**config.mk**
```make
export PLATFORM = sky130hd
export DESIGN_NAME = adsr_envelope_gain
export DESIGN_NICKNAME = d
export VERILOG_FILES = /design/src/sv/adsr_pkg.sv /design/src/sv/adsr_div.sv /design/src/sv/adsr_datapath.sv /design/src/sv/adsr_ctrl.sv /design/src/sv/adsr_envelope_gain.sv
export SDC_FILE = /design/constraint.sdc
export NUM_CORES = 2
export LEC_CHECK = 0
export BUFFER_PORTS_ARGS = -buffer_cell sky130_fd_sc_hd__clkbuf_2
export CAP_MARGIN = 15
export CORE_MARGIN = 8
export CORE_UTILIZATION = 25
export CTS_CLUSTER_DIAMETER = 50
export DETAILED_ROUTE_END_ITERATION = 6
export PLACE_DENSITY = 0.47
export SYNTH_ARGS = -nofsm -noshare
export SYNTH_HDL_FRONTEND = slang
export SYNTH_SLANG_ARGS = --single-unit
```
**constraint.sdc**
```tcl
create_clock -name clk -period 8.7 [get_ports clk]
set_clock_uncertainty 0.05 [all_clocks]
set_input_delay 0.435 -clock clk [delete_from_list [all_inputs] [get_ports clk]]
set_output_delay 0.435 -clock clk [all_outputs]
set_load 0.05 [all_outputs]
```
**src/sv/adsr_pkg.sv**
```systemverilog
// ----------------------------------------------------------------------------
// ADSR envelope gain: shared definitions
// Constants, register indexes, controller states and the command and status
// groups that pass between the controller and the datapath.
// ----------------------------------------------------------------------------
package adsr_pkg;

	// Default widths of the position counters and of the audio samples.
	localparam int COUNT_BITS_DEF  = 24;
	localparam int SAMPLE_BITS_DEF = 24;

	// Q16 gain: 17 bits so that unity itself can be held.
	localparam int GAIN_BITS = 17;
	localparam int FRAC_BITS = 16;
	localparam logic [GAIN_BITS-1:0] UNITY = 17'h10000;

	// Configuration register indexes.
	localparam int CFG_INDEX_BITS = 3;
	localparam logic [CFG_INDEX_BITS-1:0] CFG_ATTACK  = 3'd0;
	localparam logic [CFG_INDEX_BITS-1:0] CFG_DECAY   = 3'd1;
	localparam logic [CFG_INDEX_BITS-1:0] CFG_RELEASE = 3'd2;
	localparam logic [CFG_INDEX_BITS-1:0] CFG_SUSTAIN = 3'd3;
	localparam logic [CFG_INDEX_BITS-1:0] CFG_NOTE    = 3'd4;

	// Which quotient the shared divider is producing.
	typedef enum logic [1:0] {
		DIV_ATTACK,
		DIV_DECAY,
		DIV_RELEASE
	} div_src_t;

	// Controller states.
	typedef enum logic [3:0] {
		ST_IDLE,
		ST_CLASS,
		ST_PRODUCT,
		ST_DIV1,
		ST_DIV1_WAIT,
		ST_DIV2,
		ST_DIV2_WAIT,
		ST_SCALE,
		ST_APPLY,
		ST_DONE
	} adsr_state_t;

	// Commands from the controller to the datapath.
	typedef struct packed {
		logic     load;
		logic     classify;
		logic     product;
		logic     div_start;
		logic     div_capture;
		div_src_t div_src;
		logic     gain_sus;
		logic     scale;
		logic     apply;
		logic     out_load;
	} adsr_cmd_t;

	// Status from the datapath to the controller.
	typedef struct packed {
		logic bypass;
		logic attack_phase;
		logic decay_phase;
		logic rel_phase;
		logic div_done;
		logic out_free;
	} adsr_status_t;

endpackage

```
**src/sv/adsr_div.sv**
```systemverilog
// ----------------------------------------------------------------------------
// ADSR envelope gain: shared divider
// Restoring division producing one quotient bit per cycle. The dividend is
// given as a high part below the divisor and a 16-bit low part, so the
// quotient always fits in 16 bits.
// ----------------------------------------------------------------------------
module adsr_div
	import adsr_pkg::*;
#(
	parameter int WIDTH = COUNT_BITS_DEF
) (
	input  logic                 clk,
	input  logic                 arst_n,
	input  logic                 start,
	input  logic [WIDTH-1:0]     dividend_hi,
	input  logic [FRAC_BITS-1:0] dividend_lo,
	input  logic [WIDTH-1:0]     divisor,
	output logic [FRAC_BITS-1:0] quotient,
	output logic                 done
);

	localparam int CNT_BITS = $clog2(FRAC_BITS);
	localparam logic [CNT_BITS-1:0] CNT_LAST = CNT_BITS'(FRAC_BITS - 1);

	logic                 busy_q;
	logic                 done_q;
	logic [CNT_BITS-1:0]  cnt_q;
	logic [WIDTH-1:0]     rem_q;
	logic [WIDTH-1:0]     div_q;
	logic [FRAC_BITS-1:0] shift_q;

	logic [WIDTH:0] trial;
	logic [WIDTH:0] diff;
	logic           fits;

	// One trial subtraction of the divisor from the shifted remainder.
	assign trial = {rem_q, shift_q[FRAC_BITS-1]};
	assign diff  = trial - {1'b0, div_q};
	assign fits  = trial >= {1'b0, div_q};

	// Control of the iteration.
	always_ff @(posedge clk or negedge arst_n) begin
		if (!arst_n) begin
			busy_q <= 1'b0;
			done_q <= 1'b0;
			cnt_q  <= '0;
		end else begin
			done_q <= 1'b0;
			if (start) begin
				busy_q <= 1'b1;
				cnt_q  <= '0;
			end else if (busy_q) begin
				cnt_q <= cnt_q + 1'b1;
				if (cnt_q == CNT_LAST) begin
					busy_q <= 1'b0;
					done_q <= 1'b1;
				end
			end
		end
	end

	// Remainder and the shift register that turns dividend bits into quotient bits.
	always_ff @(posedge clk) begin
		if (start) begin
			rem_q   <= dividend_hi;
			div_q   <= divisor;
			shift_q <= dividend_lo;
		end else if (busy_q) begin
			rem_q   <= fits ? diff[WIDTH-1:0] : trial[WIDTH-1:0];
			shift_q <= {shift_q[FRAC_BITS-2:0], fits};
		end
	end

	assign quotient = shift_q;
	assign done     = done_q;

endmodule

```
**src/sv/adsr_datapath.sv**
```systemverilog
// ----------------------------------------------------------------------------
// ADSR envelope gain: datapath
// Configuration registers, note position, phase classification, the
// multipliers, the shared divider and the output register.
// ----------------------------------------------------------------------------
module adsr_datapath
	import adsr_pkg::*;
#(
	parameter int COUNT_BITS  = COUNT_BITS_DEF,
	parameter int SAMPLE_BITS = SAMPLE_BITS_DEF,
	parameter int CFG_BITS    = (COUNT_BITS > GAIN_BITS) ? COUNT_BITS : GAIN_BITS
) (
	input  logic                          clk,
	input  logic                          arst_n,
	input  logic                          cfg_write,
	input  logic [CFG_INDEX_BITS-1:0]     cfg_index,
	input  logic [CFG_BITS-1:0]           cfg_data,
	input  logic signed [SAMPLE_BITS-1:0] sample_in,
	input  logic                          note_start,
	input  adsr_cmd_t                     cmd,
	output adsr_status_t                  status,
	input  logic                          out_ready,
	output logic                          out_valid,
	output logic [SAMPLE_BITS-1:0]        sample_out,
	output logic [GAIN_BITS-1:0]          gain_applied,
	output logic                          note_end
);

	// Configuration registers.
	logic [COUNT_BITS-1:0] attack_q;
	logic [COUNT_BITS-1:0] decay_q;
	logic [COUNT_BITS-1:0] release_q;
	logic [GAIN_BITS-1:0]  sustain_q;
	logic [COUNT_BITS-1:0] note_q;

	// Item state.
	logic [COUNT_BITS-1:0]         position_q;
	logic [COUNT_BITS-1:0]         n_q;
	logic signed [SAMPLE_BITS-1:0] x_q;
	logic                          att_q;
	logic                          dec_q;
	logic                          rel_q;
	logic [COUNT_BITS-1:0]         rs_q;
	logic [COUNT_BITS-1:0]         dec_diff_q;
	logic [COUNT_BITS-1:0]         rel_diff_q;
	logic [COUNT_BITS+GAIN_BITS-1:0] prod1_q;
	logic [GAIN_BITS-1:0]          g_q;
	logic [GAIN_BITS-1:0]          f_q;
	logic [SAMPLE_BITS-1:0]        y_q;
	logic                          last_q;

	// Output register.
	logic                   out_valid_q;
	logic [SAMPLE_BITS-1:0] out_y_q;
	logic [GAIN_BITS-1:0]   out_g_q;
	logic                   out_last_q;

	logic [GAIN_BITS-1:0]  sus_eff;
	logic [GAIN_BITS-1:0]  sus_comp;
	logic [COUNT_BITS-1:0] n_sel;
	logic [COUNT_BITS:0]   ad_sum;
	logic [COUNT_BITS:0]   nr_sum;
	logic [COUNT_BITS+GAIN_BITS-1:0] prod1;
	logic [2*GAIN_BITS-1:0] scale_prod;
	logic signed [SAMPLE_BITS+GAIN_BITS:0] apply_prod;

	logic                  div_start;
	logic [COUNT_BITS-1:0] div_hi;
	logic [FRAC_BITS-1:0]  div_lo;
	logic [COUNT_BITS-1:0] div_den;
	logic [FRAC_BITS-1:0]  div_quo;
	logic                  div_done;

	// Register writes; unknown indexes are dropped.
	always_ff @(posedge clk or negedge arst_n) begin
		if (!arst_n) begin
			attack_q  <= '0;
			decay_q   <= '0;
			release_q <= '0;
			sustain_q <= UNITY;
			note_q    <= '0;
		end else if (cfg_write) begin
			case (cfg_index)
				CFG_ATTACK:  attack_q  <= cfg_data[COUNT_BITS-1:0];
				CFG_DECAY:   decay_q   <= cfg_data[COUNT_BITS-1:0];
				CFG_RELEASE: release_q <= cfg_data[COUNT_BITS-1:0];
				CFG_SUSTAIN: sustain_q <= cfg_data[GAIN_BITS-1:0];
				CFG_NOTE:    note_q    <= cfg_data[COUNT_BITS-1:0];
				default: ;
			endcase
		end
	end

	// Sustain levels above unity count as unity.
	assign sus_eff  = (sustain_q > UNITY) ? UNITY : sustain_q;
	assign sus_comp = UNITY - sus_eff;

	// Index of this sample: restarts and stale positions begin at zero.
	assign n_sel = (note_start || position_q >= note_q) ? '0 : position_q;

	// Phase boundaries.
	assign ad_sum = {1'b0, attack_q} + {1'b0, decay_q};
	assign nr_sum = {1'b0, n_q} + {1'b0, release_q};

	// Products.
	assign prod1      = dec_diff_q * sus_comp;
	assign scale_prod = g_q * f_q;
	assign apply_prod = x_q * $signed({1'b0, g_q});

	// Position counter; it advances once per enveloped sample.
	always_ff @(posedge clk or negedge arst_n) begin
		if (!arst_n) begin
			position_q <= '0;
		end else if (cmd.classify) begin
			position_q <= (n_q == note_q - 1'b1) ? '0 : n_q + 1'b1;
		end
	end

	// Working registers of one item.
	always_ff @(posedge clk) begin
		if (cmd.load) begin
			x_q <= sample_in;
			n_q <= n_sel;
			if (status.bypass) begin
				y_q    <= sample_in;
				g_q    <= UNITY;
				last_q <= 1'b0;
			end
		end
		if (cmd.classify) begin
			att_q      <= (attack_q != '0) && (n_q < attack_q);
			dec_q      <= (decay_q != '0) && ({1'b0, n_q} < ad_sum);
			rel_q      <= (release_q != '0) &&
			              ((release_q >= note_q) || (nr_sum >= {1'b0, note_q}));
			rs_q       <= (release_q < note_q) ? note_q - release_q : '0;
			dec_diff_q <= n_q - attack_q;
			last_q     <= (n_q == note_q - 1'b1);
		end
		if (cmd.product) begin
			prod1_q    <= prod1;
			rel_diff_q <= n_q - rs_q;
		end
		if (cmd.gain_sus) begin
			g_q <= sus_eff;
		end
		if (cmd.div_capture) begin
			case (cmd.div_src)
				DIV_ATTACK:  g_q <= {1'b0, div_quo};
				DIV_DECAY:   g_q <= UNITY - {1'b0, div_quo};
				DIV_RELEASE: f_q <= UNITY - {1'b0, div_quo};
				default: ;
			endcase
		end
		if (cmd.scale) begin
			g_q <= scale_prod[FRAC_BITS+GAIN_BITS-1:FRAC_BITS];
		end
		if (cmd.apply) begin
			y_q <= apply_prod[SAMPLE_BITS+FRAC_BITS-1:FRAC_BITS];
		end
	end

	// Divider operands for the three ramps.
	always_comb begin
		div_hi  = n_q;
		div_lo  = '0;
		div_den = attack_q;
		case (cmd.div_src)
			DIV_ATTACK: begin
				div_hi  = n_q;
				div_den = attack_q;
			end
			DIV_DECAY: begin
				div_hi  = prod1_q[COUNT_BITS+FRAC_BITS-1:FRAC_BITS];
				div_lo  = prod1_q[FRAC_BITS-1:0];
				div_den = decay_q;
			end
			DIV_RELEASE: begin
				div_hi  = rel_diff_q;
				div_den = release_q;
			end
			default: ;
		endcase
	end

	assign div_start = cmd.div_start;

	adsr_div #(
		.WIDTH(COUNT_BITS)
	) u_div (
		.clk        (clk),
		.arst_n     (arst_n),
		.start      (div_start),
		.dividend_hi(div_hi),
		.dividend_lo(div_lo),
		.divisor    (div_den),
		.quotient   (div_quo),
		.done       (div_done)
	);

	// Output register, parting the result side from the work in progress.
	always_ff @(posedge clk or negedge arst_n) begin
		if (!arst_n) begin
			out_valid_q <= 1'b0;
		end else if (cmd.out_load) begin
			out_valid_q <= 1'b1;
		end else if (out_ready) begin
			out_valid_q <= 1'b0;
		end
	end

	always_ff @(posedge clk) begin
		if (cmd.out_load) begin
			out_y_q    <= y_q;
			out_g_q    <= g_q;
			out_last_q <= last_q;
		end
	end

	// Status towards the controller.
	assign status.bypass       = (note_q == '0);
	assign status.attack_phase = att_q;
	assign status.decay_phase  = dec_q;
	assign status.rel_phase    = rel_q;
	assign status.div_done     = div_done;
	assign status.out_free     = !out_valid_q || out_ready;

	assign out_valid    = out_valid_q;
	assign sample_out   = out_y_q;
	assign gain_applied = out_g_q;
	assign note_end     = out_last_q;

endmodule

```
**src/sv/adsr_ctrl.sv**
```systemverilog
// ----------------------------------------------------------------------------
// ADSR envelope gain: controller
// Sequences one sample through classification, the ramp divisions, the
// release scaling and the output register.
// ----------------------------------------------------------------------------
module adsr_ctrl
	import adsr_pkg::*;
(
	input  logic         clk,
	input  logic         arst_n,
	input  logic         in_valid,
	output logic         in_ready,
	input  adsr_status_t status,
	output adsr_cmd_t    cmd
);

	adsr_state_t state_q;
	adsr_state_t state_d;

	// State register.
	always_ff @(posedge clk or negedge arst_n) begin
		if (!arst_n) begin
			state_q <= ST_IDLE;
		end else begin
			state_q <= state_d;
		end
	end

	// Next state and commands.
	always_comb begin
		state_d     = state_q;
		cmd         = '0;
		cmd.div_src = status.attack_phase ? DIV_ATTACK : DIV_DECAY;
		in_ready    = 1'b0;
		case (state_q)
			ST_IDLE: begin
				in_ready = 1'b1;
				if (in_valid) begin
					cmd.load = 1'b1;
					state_d  = status.bypass ? ST_DONE : ST_CLASS;
				end
			end
			ST_CLASS: begin
				cmd.classify = 1'b1;
				state_d      = ST_PRODUCT;
			end
			ST_PRODUCT: begin
				cmd.product = 1'b1;
				if (status.attack_phase || status.decay_phase) begin
					state_d = ST_DIV1;
				end else begin
					cmd.gain_sus = 1'b1;
					state_d      = status.rel_phase ? ST_DIV2 : ST_APPLY;
				end
			end
			ST_DIV1: begin
				cmd.div_start = 1'b1;
				state_d       = ST_DIV1_WAIT;
			end
			ST_DIV1_WAIT: begin
				if (status.div_done) begin
					cmd.div_capture = 1'b1;
					state_d         = status.rel_phase ? ST_DIV2 : ST_APPLY;
				end
			end
			ST_DIV2: begin
				cmd.div_src   = DIV_RELEASE;
				cmd.div_start = 1'b1;
				state_d       = ST_DIV2_WAIT;
			end
			ST_DIV2_WAIT: begin
				cmd.div_src = DIV_RELEASE;
				if (status.div_done) begin
					cmd.div_capture = 1'b1;
					state_d         = ST_SCALE;
				end
			end
			ST_SCALE: begin
				cmd.scale = 1'b1;
				state_d   = ST_APPLY;
			end
			ST_APPLY: begin
				cmd.apply = 1'b1;
				state_d   = ST_DONE;
			end
			ST_DONE: begin
				if (status.out_free) begin
					cmd.out_load = 1'b1;
					state_d      = ST_IDLE;
				end
			end
			default: begin
				state_d = ST_IDLE;
			end
		endcase
	end

endmodule

```
**src/sv/adsr_envelope_gain.sv**
```systemverilog
// ----------------------------------------------------------------------------
// ADSR envelope gain: top level
// Multiplies each audio sample by a linear attack, decay, sustain and release
// gain taken from its position within a note of configured length.
//
//   Channel   Direction  Handshake            Payload
//   s_*       in         s_tvalid / s_tready  tdata: sample_in; tuser: note_start
//   m_*       out        m_tvalid / m_tready  tdata: sample_out, gain_applied;
//                                             tlast: note_end
//   cfg_*     in         cfg_valid / cfg_ready  cfg_index, cfg_data
//
// One sample is in work at a time. A pass-through sample (note length zero)
// goes from its transaction straight to the done state and reaches the output
// register once the output is free; an enveloped sample first passes
// through classification, a product, up to two ramp divisions on the shared
// bit-serial divider, the release scaling where needed and the apply step.
// The next sample is accepted in the cycle after the result has been loaded.
// A new sample is accepted while the previous result still waits in the output
// register; a stalled output holds the finished sample before the output
// register. Reset is asynchronous and restores the register defaults and
// position zero. Configuration transactions are always accepted.
// ----------------------------------------------------------------------------
module adsr_envelope_gain
	import adsr_pkg::*;
#(
	parameter int COUNT_BITS  = COUNT_BITS_DEF,
	parameter int SAMPLE_BITS = SAMPLE_BITS_DEF,
	parameter int IN_BITS     = ((SAMPLE_BITS + 7) / 8) * 8,
	parameter int OUT_BITS    = ((SAMPLE_BITS + GAIN_BITS + 7) / 8) * 8,
	parameter int CFG_BITS    = (COUNT_BITS > GAIN_BITS) ? COUNT_BITS : GAIN_BITS
) (
	input  logic                      clk,
	input  logic                      arst_n,
	// Input samples.
	input  logic                      s_tvalid,
	output logic                      s_tready,
	input  logic [IN_BITS-1:0]        s_tdata,   // sample_in
	input  logic [0:0]                s_tuser,   // note_start
	// Results.
	output logic                      m_tvalid,
	input  logic                      m_tready,
	output logic [OUT_BITS-1:0]       m_tdata,   // sample_out, gain_applied
	output logic                      m_tlast,   // note_end
	// Configuration writes.
	input  logic                      cfg_valid,
	output logic                      cfg_ready,
	input  logic [CFG_INDEX_BITS-1:0] cfg_index,
	input  logic [CFG_BITS-1:0]       cfg_data
);

	adsr_cmd_t              cmd;
	adsr_status_t           status;
	logic [SAMPLE_BITS-1:0] sample_out;
	logic [GAIN_BITS-1:0]   gain_applied;

	// Configuration is taken in every cycle.
	assign cfg_ready = 1'b1;

	adsr_ctrl u_ctrl (
		.clk     (clk),
		.arst_n  (arst_n),
		.in_valid(s_tvalid),
		.in_ready(s_tready),
		.status  (status),
		.cmd     (cmd)
	);

	adsr_datapath #(
		.COUNT_BITS (COUNT_BITS),
		.SAMPLE_BITS(SAMPLE_BITS),
		.CFG_BITS   (CFG_BITS)
	) u_datapath (
		.clk         (clk),
		.arst_n      (arst_n),
		.cfg_write   (cfg_valid && cfg_ready),
		.cfg_index   (cfg_index),
		.cfg_data    (cfg_data),
		.sample_in   ($signed(s_tdata[SAMPLE_BITS-1:0])),
		.note_start  (s_tuser[0]),
		.cmd         (cmd),
		.status      (status),
		.out_ready   (m_tready),
		.out_valid   (m_tvalid),
		.sample_out  (sample_out),
		.gain_applied(gain_applied),
		.note_end    (m_tlast)
	);

	// Result packing, sample in the lowest bits.
	assign m_tdata = OUT_BITS'({gain_applied, sample_out});

endmodule
```
==> summary.txt <==
Route
  • WL final: ~200 mm
  • Post-route ant nets: 0
  • Vias per cell: about 4.6
  • TritonRoute pass-1 iters: 5
  • DR vias: approximately 47000
  • DRC: 0
  • Initial DRC Count: 2719
  • Avg WL per Cell: just under 20 microns

Min path
  • Hold Startpoint: cfg_data[18]
  • Worst Hold Class: in2reg

Floorplanning
  • Die Span Y: 519.8 microns
  • IO Pins: about 110
  • Die width: 519.8 microns
  • Initial Utilization: 0.2505
  • Core ar.: 253200 sq um
  • Core Rows: 185
  • Die ar.: approximately 270000 sq um

Global route
  • Initial antenna violation count: 4
  • Vias in the first global route: between 50000 and 60000
  • Largest net degree at the start of global routing: 95
  • Overflow after GRT: 0
  • Tot GR Track Use: 0.1449
  • First-pass GRT wire length: a little over 300 mm

STA
  • RSZ-0062 raised after global routing: yes
  • Worst hold slack: 33.27 ps
  • Setup violations, final: 0
  • Final hold viol count: 0
  • TNS Setup: 0 ps
  • Period utilisation layout: 0.9788
  • Worst-Margin Slew: between 1000 and 1500 ps
  • Fmax: approximately 120 MHz
  • Tmin final: around 8500 ps
  • Fin. max-slew vios: 0
  • Rel. slew slack: 0.2553

Synthesis
  • Syn_area_per_cell: between 9 and 10 sq um
  • Synth top area share: 0.2972
  • Synth area leader: fa_1
  • Post-synthesis async set-or-reset flop share: 0.3109
  • Leading post-synthesis cells by cell area: fa_1, edfxtp_1, ha_1
  • Top post-synthesis cells by count: inv_1, nand2_1, fa_1, ha_1, and2_1
  • Synth warn: 0
  • Post-synth top flop: edfxtp_1
  • Syn Inst Count: 6759
  • Cell with the most instances after synthesis: inv_1
  • Register area share after synthesis: 0.2110
  • EDFF count, synth: a little over 300
  • Distinct cells, synth: 90
  • Post-synthesis instance area: 63450 sq um
  • FF+latch count, synth: roughly 480

Finish
  • Most flops, register: u_datapath.prod1_q
  • Layout area overhead: 13.01%
  • Max reg flops: 40
  • Design area: around 72000 sq um
  • Share of cells above drive strength 1: 0.08644
  • Fin nets: 8391

Clock tree
  • Clk_lat worst skew: 710 ps
  • Clock Sinks: about 480
  • CTS tree: built
  • H-tree depth: 3
  • Clk pin slew, worst setup/hold paths: 60 ps
  • Cts bufs inserted: 66
  • Root cell of the clock tree: clkbuf_16
  • Deepest clock path buffer count: 3

Placement
  • Post-DP HPWL: about 150 mm
  • Final RePlAce weighted congestion: between 0.8 and 0.9
  • Port Buffers: 100
  • Post-DP Area: about 69000 sq um

Critical path
  • CP max stage cell: or4_4
  • CP most frequent cell: fa_1
  • Critical Path AT: 8900 ps
  • Max incr delay on CP: about 560 ps
  • Worst r2r src: u_datapath.sustain_q[3]
  • CP top delay family: adder cells
  • Worst path required time: about 9100 ps
  • Startpoint types: flop
  • Crit. End Element: flop
  • Crit path from: u_datapath.sustain_q[3]
  • Critical path class: reg2reg
  • CP Buf/Inv Count: 8
  • Peak fanout along the critical path: 7

Run status
  • Status: complete, no violations

Flow run
  • Max-Cap Viols: 0
[worst min-delay path: stages]
cell      delay, ps
clkbuf_2        170
nand2_1          60
o21ai_0          70
[logic make-up after synthesis]
family	synth area share
multiplexers	0.01935
flip-flops	0.2110
AND/OR/NAND/NOR	0.1488
adder cells (fa/ha/maj)	0.4010
XOR/XNOR	0.04059
AO/OA/AOI/OAI	0.08561
buffers and inverters	0.09365
other	0.0001184
[cells in the final DEF, fill, tap and decap left out, types with 89 or more instances in the layout]
master | netlist | layout
edfxtp_1 | 311 | 311
buf_4 | 11 | 194
and2_1 | 396 | 392
dfrtp_1 | 147 | 147
ha_1 | 526 | 516
clkbuf_2 | 0 | 99
xor2_1 | 90 | 89
xnor2_1 | 204 | 204
nand2_1 | 984 | 975
o21ai_0 | 238 | 231
fa_1 | 942 | 934
nor2_1 | 227 | 219
a21oi_1 | 212 | 203
a21o_1 | 90 | 90
inv_1 | 1255 | 1250
[cell type report]
cell class                 instances  area [sq um]
clock inverter                    40         531.8
clock buffer                      80          1763
antenna                            4         10.01
fill                           27003        181500
inverter                        1255          4712
tap                             3366          4212
multi-input combinational       4733         44620
sequential                       476         13400
timing repair buffer             334          2452
[layer usage]
metal,vias up,part of all wire,global-route usage
met4,0,0.021,0.02806
met5,-,0,0
met2,1036,0.48,0.2503
li1,21644,-,-
met1,24088,0.45,0.1941
met3,253,0.044,0.02067
[path summary, 6_finish.rpt]
kind	end	depth (start not counted)	slack, ps
max	u_datapath.prod1_q[32]	32	180
min	u_datapath.attack_q[18]	3	30
max reg2reg	u_datapath.prod1_q[32]	32	180
min reg2reg	u_datapath.sample_out[4]	0	370
max in group asynchronous	u_datapath.out_valid	3	6790
min in group asynchronous	u_datapath.release_q[14]	2	370
[per-stage QoR]
stage               worst slack, ps  instances    util
global placement              46.78      10116  0.2707
global route                 -117.5      10284  0.2831
finish                        184.1      10288  0.2831
detailed placement           -26.09      10117  0.2707
floorplan                     182.4       6765       -
CTS                           41.90      10263  0.2808
[what timing repair did]
action | CTS | global route
pin swaps | 0 | 54
resized for setup | 1 | 82
setup endpoints to repair | 1 | 9
hold buffers | 26 | 0
cloned | 0 | 3
setup buffers | 0 | 18
endpoints found under the hold margin | 136 | 0
Power is not shown: default switching activity piles up to over one toggle a cycle in this logic, so the estimate is an artifact.
